--- src/rtl/core/fpba_pkg.sv ---
// Shared constants and codes for the fit-policy block allocator.
// No dependencies; the allocator core refers to it by scoped names.
package fpba_pkg;

    // Table geometry
    localparam int NUM_BLOCKS = 32;
    localparam int SIZE_BITS  = 16;
    localparam int IDX_BITS   = (NUM_BLOCKS > 1) ? $clog2(NUM_BLOCKS) : 1;
    localparam int CNT_BITS   = $clog2(NUM_BLOCKS + 1);

    // Port field widths
    localparam int OP_W      = 1;
    localparam int LIDX_W    = 5;
    localparam int FSIZE_W   = 16;
    localparam int STATUS_W  = 2;
    localparam int BLOCK_W   = 5;
    localparam int REM_W     = 16;
    localparam int MODE_W    = 2;
    localparam int COUNT_W   = 6;
    localparam int CFG_IDX_W = 1;
    localparam int CFG_DAT_W = 6;
    localparam int S_TDATA_W = 24;
    localparam int M_TDATA_W = 24;

    // Operation codes carried in s_tuser
    localparam logic [OP_W-1:0] OP_LOAD    = 1'b0;
    localparam logic [OP_W-1:0] OP_REQUEST = 1'b1;

    // Result status codes carried in m_tuser
    typedef enum logic [STATUS_W-1:0] {
        STATUS_LOADED    = 2'd0,
        STATUS_ALLOCATED = 2'd1,
        STATUS_NO_FIT    = 2'd2
    } status_t;

    // Fit policies; the unused code behaves as first fit
    localparam logic [MODE_W-1:0] MODE_FIRST = 2'd0;
    localparam logic [MODE_W-1:0] MODE_BEST  = 2'd1;
    localparam logic [MODE_W-1:0] MODE_WORST = 2'd2;

    // Configuration register indexes
    localparam logic [CFG_IDX_W-1:0] CFG_FIT_MODE    = 1'b0;
    localparam logic [CFG_IDX_W-1:0] CFG_BLOCK_COUNT = 1'b1;

    // Reset values
    localparam logic [COUNT_W-1:0] BLOCK_COUNT_RST = 6'd32;

endpackage

--- src/rtl/core/fit_policy_block_allocator_unit.sv ---
// Fit-policy block allocator: free-size table, scan sequencer and output register.
// Depends on fpba_pkg (constants, status codes, fit policies).
//
//  Channel   Direction  Transfer when            Contents
//  s_axis    in         s_tvalid & s_tready      tuser: op; tdata: load_index, size
//  m_axis    out        m_tvalid & m_tready      tuser: status; tdata: chosen_block, remaining
//  cfg       in         cfg_wr_en                cfg_addr: register, cfg_wdata: value
//
// A load goes from transfer to ST_OUT, which posts it. A request scans the first block_count
// entries (at most 32): one comparator checks one table entry per cycle behind a registered
// table read; at scan end the grant is written back, and ST_OUT posts the result once the
// output register is free. The next item can transfer in the cycle after that, at the earliest.
// Reset is synchronous; the table reads as zero until each entry is loaded.
// s_tready is low while an item is in flight; a stalled result holds in the output
// register and the next item is taken as soon as the sequencer returns to idle.
module fit_policy_block_allocator_unit (
    input  logic                              aclk,
    input  logic                              aresetn,
    // input stream
    input  logic                              s_tvalid,
    output logic                              s_tready,
    input  logic [fpba_pkg::OP_W-1:0]         s_tuser,   // [0] op
    input  logic [fpba_pkg::S_TDATA_W-1:0]    s_tdata,   // [4:0] load_index, [20:5] size
    // result stream
    output logic                              m_tvalid,
    input  logic                              m_tready,
    output logic [fpba_pkg::STATUS_W-1:0]     m_tuser,   // [1:0] status
    output logic [fpba_pkg::M_TDATA_W-1:0]    m_tdata,   // [4:0] chosen_block, [20:5] remaining
    // configuration writes
    input  logic                              cfg_wr_en,
    input  logic [fpba_pkg::CFG_IDX_W-1:0]    cfg_addr,
    input  logic [fpba_pkg::CFG_DAT_W-1:0]    cfg_wdata
);

    localparam int NB  = fpba_pkg::NUM_BLOCKS;
    localparam int SB  = fpba_pkg::SIZE_BITS;
    localparam int IB  = fpba_pkg::IDX_BITS;
    localparam int CB  = fpba_pkg::CNT_BITS;

    typedef enum logic [1:0] {
        ST_IDLE,
        ST_SCAN,
        ST_OUT
    } state_t;

    state_t state_reg;

    // configuration registers
    logic [fpba_pkg::MODE_W-1:0]  fit_mode_reg;
    logic [fpba_pkg::COUNT_W-1:0] block_count_reg;

    // free-size table with per-entry valid bits
    logic [SB-1:0] mem [NB];
    logic [NB-1:0] valid_reg;
    logic          mem_we;
    logic [IB-1:0] mem_waddr;
    logic [SB-1:0] mem_wdata;
    logic [IB-1:0] rd_addr;
    logic [SB-1:0] rd_data_reg;
    logic          rd_vld_reg;

    // scan sequencer
    logic [CB-1:0] issue_cnt_reg;
    logic [CB-1:0] limit_reg;
    logic          cmp_pend_reg;
    logic [IB-1:0] cmp_idx_reg;
    logic [SB-1:0] req_reg;
    logic [fpba_pkg::MODE_W-1:0] mode_reg;
    logic          found_reg;
    logic [IB-1:0] best_idx_reg;
    logic [SB-1:0] best_size_reg;

    // pending result
    fpba_pkg::status_t              res_status_reg;
    logic [fpba_pkg::BLOCK_W-1:0]   res_block_reg;
    logic [fpba_pkg::REM_W-1:0]     res_rem_reg;

    // output register
    logic                           m_tvalid_reg;
    logic [fpba_pkg::STATUS_W-1:0]  m_tuser_reg;
    logic [fpba_pkg::M_TDATA_W-1:0] m_tdata_reg;

    // unpacked input fields
    logic [fpba_pkg::LIDX_W-1:0]  in_index;
    logic [fpba_pkg::FSIZE_W-1:0] in_size;
    logic [SB-1:0]                in_size_trim;
    logic                         in_range;
    logic                         s_accept;
    logic                         out_free;

    // comparator path
    logic [SB-1:0] cur_size;
    logic          fits;
    logic          take;
    logic          issue;
    logic          scan_done;
    logic [SB-1:0] granted_rem;
    logic [CB-1:0] limit_next;

    assign in_index     = s_tdata[fpba_pkg::LIDX_W-1:0];
    assign in_size      = s_tdata[fpba_pkg::LIDX_W +: fpba_pkg::FSIZE_W];
    assign in_size_trim = SB'(in_size);
    assign in_range     = (32'(in_index) < NB);

    assign s_tready = (state_reg == ST_IDLE);
    assign s_accept = s_tvalid && s_tready;
    assign out_free = !m_tvalid_reg || m_tready;

    assign m_tvalid = m_tvalid_reg;
    assign m_tuser  = m_tuser_reg;
    assign m_tdata  = m_tdata_reg;

    // Saturate the block count at the table depth
    always_comb begin
        if (32'(block_count_reg) > NB) begin
            limit_next = CB'(NB);
        end else begin
            limit_next = CB'(block_count_reg);
        end
    end

    // Compare the entry read last cycle against the request and the best so far
    assign cur_size = rd_vld_reg ? rd_data_reg : '0;
    assign fits     = (req_reg <= cur_size);
    always_comb begin
        take = 1'b0;
        if (cmp_pend_reg && fits) begin
            if (!found_reg) begin
                take = 1'b1;
            end else if (mode_reg == fpba_pkg::MODE_BEST) begin
                take = (cur_size < best_size_reg);
            end else if (mode_reg == fpba_pkg::MODE_WORST) begin
                take = (cur_size > best_size_reg);
            end
        end
    end

    assign issue       = (state_reg == ST_SCAN) && (issue_cnt_reg < limit_reg);
    assign scan_done   = (state_reg == ST_SCAN) && !issue && !cmp_pend_reg;
    assign rd_addr     = issue_cnt_reg[IB-1:0];
    assign granted_rem = best_size_reg - req_reg;

    // Table write: loads at transfer, grants at the end of the scan
    always_comb begin
        mem_we    = 1'b0;
        mem_waddr = best_idx_reg;
        mem_wdata = granted_rem;
        if (s_accept && (s_tuser == fpba_pkg::OP_LOAD)) begin
            mem_we    = in_range;
            mem_waddr = IB'(in_index);
            mem_wdata = in_size_trim;
        end else if (scan_done && found_reg) begin
            mem_we = 1'b1;
        end
    end

    // Table storage and registered read port
    always_ff @(posedge aclk) begin
        if (mem_we) begin
            mem[mem_waddr] <= mem_wdata;
        end
        rd_data_reg <= mem[rd_addr];
    end

    // Valid bits: an entry never loaded reads as zero
    always_ff @(posedge aclk) begin
        if (!aresetn) begin
            valid_reg  <= '0;
            rd_vld_reg <= 1'b0;
        end else begin
            if (mem_we) begin
                valid_reg[mem_waddr] <= 1'b1;
            end
            rd_vld_reg <= valid_reg[rd_addr];
        end
    end

    // Configuration registers
    always_ff @(posedge aclk) begin
        if (!aresetn) begin
            fit_mode_reg    <= fpba_pkg::MODE_FIRST;
            block_count_reg <= fpba_pkg::BLOCK_COUNT_RST;
        end else if (cfg_wr_en) begin
            unique case (cfg_addr)
                fpba_pkg::CFG_FIT_MODE:    fit_mode_reg    <= cfg_wdata[fpba_pkg::MODE_W-1:0];
                fpba_pkg::CFG_BLOCK_COUNT: block_count_reg <= cfg_wdata;
                default: ;
            endcase
        end
    end

    // Sequencer, result staging and output register
    always_ff @(posedge aclk) begin
        if (!aresetn) begin
            state_reg     <= ST_IDLE;
            m_tvalid_reg  <= 1'b0;
            cmp_pend_reg  <= 1'b0;
            found_reg     <= 1'b0;
            issue_cnt_reg <= '0;
        end else begin
            // drop the result once it has been taken, unless a new one replaces it
            if (m_tvalid_reg && m_tready && (state_reg != ST_OUT)) begin
                m_tvalid_reg <= 1'b0;
            end

            unique case (state_reg)
                ST_IDLE: begin
                    if (s_accept) begin
                        if (s_tuser == fpba_pkg::OP_LOAD) begin
                            res_status_reg <= fpba_pkg::STATUS_LOADED;
                            res_block_reg  <= in_index;
                            res_rem_reg    <= in_range ? fpba_pkg::REM_W'(in_size_trim) : '0;
                            state_reg      <= ST_OUT;
                        end else begin
                            req_reg       <= in_size_trim;
                            mode_reg      <= fit_mode_reg;
                            limit_reg     <= limit_next;
                            issue_cnt_reg <= '0;
                            cmp_pend_reg  <= 1'b0;
                            found_reg     <= 1'b0;
                            state_reg     <= ST_SCAN;
                        end
                    end
                end

                ST_SCAN: begin
                    // advance the read pointer and track the read in flight
                    if (issue) begin
                        issue_cnt_reg <= issue_cnt_reg + 1'b1;
                        cmp_idx_reg   <= issue_cnt_reg[IB-1:0];
                    end
                    cmp_pend_reg <= issue;
                    if (take) begin
                        found_reg     <= 1'b1;
                        best_idx_reg  <= cmp_idx_reg;
                        best_size_reg <= cur_size;
                    end
                    if (scan_done) begin
                        if (found_reg) begin
                            res_status_reg <= fpba_pkg::STATUS_ALLOCATED;
                            res_block_reg  <= fpba_pkg::BLOCK_W'(best_idx_reg);
                            res_rem_reg    <= fpba_pkg::REM_W'(granted_rem);
                        end else begin
                            res_status_reg <= fpba_pkg::STATUS_NO_FIT;
                            res_block_reg  <= '0;
                            res_rem_reg    <= '0;
                        end
                        state_reg <= ST_OUT;
                    end
                end

                ST_OUT: begin
                    // hold until the output register is free
                    if (out_free) begin
                        m_tvalid_reg <= 1'b1;
                        m_tuser_reg  <= res_status_reg;
                        m_tdata_reg  <= {
                            {(fpba_pkg::M_TDATA_W - fpba_pkg::BLOCK_W - fpba_pkg::REM_W){1'b0}},
                            res_rem_reg, res_block_reg};
                        state_reg    <= ST_IDLE;
                    end else if (m_tvalid_reg && m_tready) begin
                        m_tvalid_reg <= 1'b0;
                    end
                end

                default: state_reg <= ST_IDLE;
            endcase
        end
    end

endmodule

--- config.mk ---
export PLATFORM = sky130hd
export DESIGN_NAME = fit_policy_block_allocator_unit
export DESIGN_NICKNAME = d
export VERILOG_FILES = /design/src/rtl/core/fpba_pkg.sv /design/src/rtl/core/fit_policy_block_allocator_unit.sv
export SDC_FILE = /design/constraint.sdc
export NUM_CORES = 1
export LEC_CHECK = 0
export ABC_AREA = 0
export BUFFER_PORTS_ARGS = -buffer_cell sky130_fd_sc_hd__buf_4
export CORE_AREA = 2 2 238 240
export CTS_CLUSTER_SIZE = 14
export DETAILED_ROUTE_END_ITERATION = 16
export DIE_AREA = 0 0 240 242
export PLACE_DENSITY_LB_ADDON = 0.12
export RECOVER_POWER = 50
export SLEW_MARGIN = 30
export SYNTH_ARGS = -nofsm -noshare
export SYNTH_HDL_FRONTEND = slang
export SYNTH_SLANG_ARGS = --single-unit
--- constraint.sdc ---
create_clock -name aclk -period 4.55 [get_ports aclk]
set_clock_uncertainty 0.05 [all_clocks]
set_input_delay 0.455 -clock aclk [delete_from_list [all_inputs] [get_ports aclk]]
set_output_delay 0.455 -clock aclk [all_outputs]
set_load 0.01 [all_outputs]
==> qor.txt, run 1 <==
clk sinks - 676
IO buf count - 58
Net Sw Power - 2.76 mW
Seq pwr share - 51.9%
Mapped Avg Cell Area - 18.0 um2
I/O pin count - 65
slew of the pin with the lowest slew margin - 3.28 ns
status - finished with violations
Top FF cell, synth - edfxtp_1
Starting Density - 49.4%
Setup WS post-layout - 0.774 ns
Clock Latency Late Sink - 0.61 ns
Tightest Hold Check Type - input port to flip-flop
combinational share of power - 4.8%
Die X - 240 um
post-CTS setup buffer count - 0
grt total ovfl - 0
GRT Resource Usage Total - 22.4%
critical path peak fanout - 38
First DRT Iteration DRCs - 1258
drt pass-1 iters - 5
number of enable flip-flop cells after synthesis - 608
design internal power - 10.6 mW
clock buffer depth - 3
post-route ant nets - 0
fin nets - 1763
Max-Cap Viols - 6
GPL Wtd Cong - 0.806
ranking of synthesized cells by area - edfxtp_1, mux4_2, dfxtp_1
vias after detailed routing - 14500
Tmin final - 3.78 ns
asr flop ratio synth - 0%
Fin Hold WS - 0.0542 ns
initial antenna violation count - 1
RSZ-0062 raised after global routing - no
placed inst area - 29400 um2
Design Area, Final - 31600 um2
worst setup path class - flip-flop to flip-flop
Yosys top cell by area - edfxtp_1
Clock transition at path regs - 0.06 ns
final worst path period share - 83.0%
Root Buffer Master - clkbuf_16
Clock Power Share - 43.2%
fin. max-slew vios - 277
CP Launch Type - flip-flop
Max transition margin - -119%
CTS tree - yes
share of layout cells above drive strength 1 - 23.6%
Post-Syn Instances - 1529
Num CTS Buffers - 71
Fillers - 4290
WL final - 63600 um
CP Data Required Time - 5.00 ns
cell area after synthesis - 27500 um2
DIE AREA - 58100 um2
violated checks - max-capacitance violations, max-slew violations
power per cell area - 422 nW/um2
FP Rows - 87
peak supply drop - 0.265 mV
synth warn - 0
Area growth syn-to-layout - 14.8%
DRC - 0
vias in the first global route - 14600
largest net degree at the start of global routing - 142
worst path arrival time - 4.23 ns
ant diodes - 0
Setup Viol. Count Final - 0
average wire per standard cell - 25.6 um
Leak - 10.4 nW
fmax - 265 MHz
Pwr Total - 13.3 mW
dpl ws - 1.27 ns
top-area cell type share of the netlist area - 66.3%
max FFs per register - 512
fin util - 56.7%
Placed Cells - 2340
Net Sw Frac - 20.7%
Finished Layout Cells - 2484
H-Tree Depth - 3
first-pass GRT wire length - 94100 um
Cell variety after synth - 55
Core ar. - 55700 um2
hpwl dp - 36900 um
final setup TNS - 0 ns
Seq/Total Area, Yosys - 71.3%
Worst setup EP type - flip-flop
final hold viol count - 0
die span in y - 242 um
register bit total from synthesis - 676
detail-routed via count per cell - 5.85
-- cell usage after synthesis (32+ instances only) --
master / n
a21oi_1: 33
a22oi_1: 32
clkbuf_1: 43
dfxtp_1: 68
edfxtp_1: 608
ha_1: 53
inv_1: 65
mux4_2: 170
nand2_1: 92
nor2_1: 34
nor3_1: 42
o21ai_0: 72
-- cell usage in the layout, fill, tap and decap left out, drive strengths merged, types with 3 or more instances in the layout --
| master | n |
|---|---|
| a31oi | 13 |
| nand3b | 4 |
| nand2 | 92 |
| nand4 | 11 |
| a21oi | 33 |
| clkinv | 27 |
| mux4 | 170 |
| o21bai | 3 |
| conb | 3 |
| dlygate4sd3 | 14 |
| edfxtp | 608 |
| xnor2 | 9 |
| o211ai | 4 |
| nor2 | 34 |
| dfxtp | 68 |
| nor3b | 7 |
| o21ai | 73 |
| buf | 82 |
| nor2b | 8 |
| nand2b | 9 |
| ha | 53 |
| a21o | 15 |
| mux2i | 4 |
| and3 | 10 |
| inv | 66 |
| o21a | 5 |
| a22oi | 33 |
| a211oi | 7 |
| nor3 | 42 |
| nand3 | 18 |
| bufinv | 6 |
| xor2 | 6 |
| mux2 | 16 |
| clkbuf | 151 |
-- metal layers --
metal	track usage, %	part of all wire [%]
met1	32.0	43
met2	36.1	49
met3	3.33	6.2
met4	6.59	2.0
met5	0	0
-- critical path, cell delays in order, from the launching register on --
cell      delay, ns
dfxtp_1        0.34
clkbuf_1       2.32
mux4_2         0.65
mux2i_1        0.10
nor2_1         0.22
-- final timing paths --
kind	end	from	depth (start not counted)	slack (ns)
worst min register to register	m_tdata[8]	res_rem_reg[3]	0	0.36
worst max register to register	rd_vld_reg	issue_cnt_reg[3]	4	0.77
worst max-delay path	rd_vld_reg	issue_cnt_reg[3]	4	0.77
worst min-delay path	block_count_reg[5]	cfg_wdata[5]	3	0.05
-- power by group through the flow --
| stage | sequential, mW | clock (mW) | combinational (mW) |
|---|---|---|---|
| finish | 6.92 | 5.76 | 0.643 |
| global route | 6.92 | 6.14 | 0.702 |
| CTS | 6.92 | 5.90 | 0.676 |
| detailed placement | 7.05 | 0 | 0.665 |
| global placement | 7.05 | 0 | 0.645 |
| floorplan | 7.05 | 0 | 0.399 |
-- cell families after synthesis --
| logic type | Yosys count | share of synthesized area [%] |
|---|---|---|
| AOI/OAI and AO/OA | 198 | 4.45 |
| other | 1 | 0.0136 |
| xor gates and xnor gates | 15 | 0.477 |
| DFF | 676 | 71.3 |
| muxes | 190 | 14.7 |
| adders and majority gates | 54 | 2.48 |
| buffers and inverters | 150 | 2.33 |
| and+or+nand+nor | 245 | 4.28 |
-- layout make-up --
type / instances / area [um2] / share of cell area (%)
Clock buffer: 95 / 2010 / 6.37
Clock inverter: 34 / 323 / 1.02
Inverter: 66 / 248 / 0.784
Multi-Input combinational cell: 705 / 7430 / 23.5
Sequential cell: 676 / 19600 / 62.1
Tap cell: 756 / 946 / 2.99
Timing Repair Buffer: 152 / 1010 / 3.21
-- what timing repair did --
| item | CTS | global route |
|---|---|---|
| hold buffers | 14 | 0 |
| endpoints found under the hold margin | 14 | 0 |
| resized for setup | 0 | 0 |
Note: power is estimated with default switching activity, not from simulation.
==> run 2: changes to the inputs <==
==> constraint.sdc (replaced) <==
create_clock -name aclk -period 3.8 [get_ports aclk]
set_clock_uncertainty 0.05 [all_clocks]
set_input_delay 0.38 -clock aclk [delete_from_list [all_inputs] [get_ports aclk]]
set_output_delay 0.38 -clock aclk [all_outputs]
set_load 0.01 [all_outputs]
==> run 2 against run 1 <==
The flow still finishes with violations (max-capacitance violations, max-slew violations). Total power is 23% higher. Non-clock buffer count is 18 higher. Routed wire length is 0.81% higher. Final cell count is 0.81% higher. Clock power is 27% higher. Critical endpoint is now mem[28][14]. Highest routed layer unchanged.
==> qor.txt, run 2 (synthesis gave the netlist of run 1 again) <==
multi-input logic area - 7440 um2 (was 7430 um2)
CP Data Required Time - 3.98 ns (was 5.00 ns)
Max transition margin - -29.1% (was -119%)
Num CTS Buffers - 71 (unchanged)
share of layout cells above drive strength 1 - 23.9% (was 23.6%)
Max stage delay on crit path - 0.50 ns (was 2.32 ns)
FP Rows - 87 (unchanged)
post-CTS setup buffer count - 0 (unchanged)
status - finished with violations (unchanged)
fmax - 303 MHz (was 265 MHz)
post-route ant nets - 0 (unchanged)
largest net degree at the start of global routing - 142 (unchanged)
Worst setup EP type - flip-flop (unchanged)
cts hold-fix bufs - 22 (was 14)
Tmin final - 3.30 ns (was 3.78 ns)
Reg2Reg Depth - 8 (was 4)
I/O pin count - 65 (unchanged)
final setup TNS - 0 ns (unchanged)
register area - 19600 um2 (about the same)
IO buf count - 58 (unchanged)
first-pass GRT wire length - 95500 um (was 94100 um)
Tightest Hold Check Type - input port to flip-flop (unchanged)
CP Launch Type - flip-flop (unchanged)
detail-routed via count per cell - 5.81 (was 5.85)
Area growth syn-to-layout - 15.8% (was 14.8%)
reg-to-reg setup timing slack - 0.50 ns (was 0.77 ns)
initial antenna violation count - 0 (was 1)
crit path cell chain - nor2b_1 -> buf_4 -> nand2_1 -> clkbuf_1 -> nor3_1 -> a21oi_4 -> nor3_1 -> clkbuf_1 (was clkbuf_1 -> mux4_2 -> mux2i_1 -> nor2_1)
most frequent cells in the layout - edfxtp_1, mux4_2, nand2_1 (unchanged)
vias after detailed routing - 14600 (was 14500)
critical path peak fanout - 16 (was 38)
Clock Power Share - 44.7% (was 43.2%)
buffers and inverters on the worst path - 3 (was 1)
power per cell area - 514 nW/um2 (was 422 nW/um2)
Clock transition at path regs - 0.06 ns (about the same)
fin nets - 1781 (was 1763)
Clock Latency Late Sink - 0.61 ns (about the same)
ant diodes - 0 (unchanged)
die span in y - 242 um (unchanged)
Setup Viol. Count Final - 0 (unchanged)
grt total ovfl - 0 (unchanged)
slew of the pin with the lowest slew margin - 1.94 ns (was 3.28 ns)
Root Buffer Master - clkbuf_16 (unchanged)
Max-Cap Viols - 5 (was 6)
fin util - 57.2% (was 56.7%)
vias in the first global route - 14800 (was 14600)
final worst path period share - 86.9% (was 83.0%)
Seq pwr share - 50.5% (was 51.9%)
drt pass-1 iters - 5 (unchanged)
final hold viol count - 0 (unchanged)
GRT Resource Usage Total - 22.7% (was 22.4%)
Core ar. - 55700 um2 (unchanged)
DRC - 0 (unchanged)
Crit-path slowest cell - dfxtp_1 (was clkbuf_1)
peak supply drop - 0.360 mV (was 0.265 mV)
clock buffer depth - 3 (unchanged)
post-CTS sizing - 0 (unchanged)
RSZ-0062 raised after global routing - no (unchanged)
worst hold path depth - 3 (unchanged)
max FFs per register - 512 (unchanged)
Leak - 10.5 nW (was 10.4 nW)
CTS tree - yes (unchanged)
violated checks - max-capacitance violations, max-slew violations (unchanged)
combinational share of power - 4.7% (was 4.8%)
GPL Wtd Cong - 0.819 (was 0.806)
Die X - 240 um (unchanged)
top cell family by delay on the critical path - buffers and inverters (unchanged)
worst setup path class - flip-flop to flip-flop (unchanged)
H-Tree Depth - 3 (unchanged)
First DRT Iteration DRCs - 1367 (was 1258)
worst path arrival time - 3.49 ns (was 4.23 ns)
Net Sw Power - 3.35 mW (was 2.76 mW)
DIE AREA - 58100 um2 (unchanged)
design internal power - 13.1 mW (was 10.6 mW)
fin. max-slew vios - 160 (was 277)
R2R Path End - mem[28][14] (was rd_vld_reg)
WL final - 64100 um (was 63600 um)
worst reg2reg path startpoint - state_reg[0] (was issue_cnt_reg[3])
average wire per standard cell - 25.6 um (about the same)
Fillers - 4293 (was 4290)
hpwl dp - 38000 um (was 36900 um)
Net Sw Frac - 20.4% (was 20.7%)
HP Start - cfg_wr_en (was cfg_wdata[5])
most common cell after layout, fill and taps aside - edfxtp_1 (unchanged)
Starting Density - 49.4% (unchanged)
WHS Endpoint - block_count_reg[5] (unchanged)
clk sinks - 676 (unchanged)
## run 2: area by class of cell
| class | count | share of cell area (%) |
|---|---|---|
| flip-flops and latches | 676 | 61.5 |
| inverters | 66 | 0.777 |
| multi-input cells | 705 | 23.3 |
| repair buffers | 170 | 3.61 |
| well taps | 756 | 2.97 |
| clock buffers | 96 | 6.16 |
| clock inverters | 35 | 1.60 |
## run 2: worst reg2reg max path, delay by kind of cell (launching register included)
family	cells	cell delay, ns
AOI/OAI and AO/OA	1	0.24
buffers and inverters	3	1.09
DFF	1	0.50
and+or+nand+nor	4	1.07
## run 2: metal layers
metal  vias up  GRT usage (%)  part of all wire [%]
li1       6467              -                     -
met1      7576           32.5                    43
met2       447           36.4                    49
met3        70           3.11                   5.9
met4         0           6.80                   1.9
met5         -              0                     0
## run 2: power groups by stage
stage | logic (mW) | clock network, mW | registers [mW]
2_1_floorplan | 0.478 | 0 | 8.45
4_1_cts | 0.825 | 7.49 | 8.29
3_3_place_gp | 0.786 | 0 | 8.44
5_1_grt | 0.848 | 7.79 | 8.29
3_5_place_dp | 0.804 | 0 | 8.44
6_report | 0.772 | 7.34 | 8.29
## run 2: worst max-delay path by stage
stage | from | end | slack (ns) | depth (start not counted)
2_1_floorplan | best_size_reg[0] | mem[0][14] | 0.02 | 10
3_3_place_gp | limit_reg[3] | mem[4][7] | 0.70 | 9
3_5_place_dp | limit_reg[3] | mem[12][7] | 0.64 | 9
4_1_cts | limit_reg[3] | mem[4][0] | 0.58 | 9
5_1_grt | state_reg[0] | mem[28][14] | 0.27 | 8
6_report | state_reg[0] | mem[28][14] | 0.50 | 8
## run 2: through the flow
step | power [mW] | cell area, um2 | hold WS (ns) | worst slack, ns | cells
3_5_place_dp | 9.25 | 29500 | 0.355 | 0.644 | 2351
4_1_cts | 16.6 | 32200 | 0.00503 | 0.581 | 2504
3_3_place_gp | 9.23 | 29500 | 0.350 | 0.703 | 2351
6_report | 16.4 | 31900 | 0.0315 | 0.496 | 2504
5_1_grt | 16.9 | 31900 | 0.0432 | 0.269 | 2504
2_1_floorplan | 8.92 | 27500 | 0.350 | 0.0166 | 1531
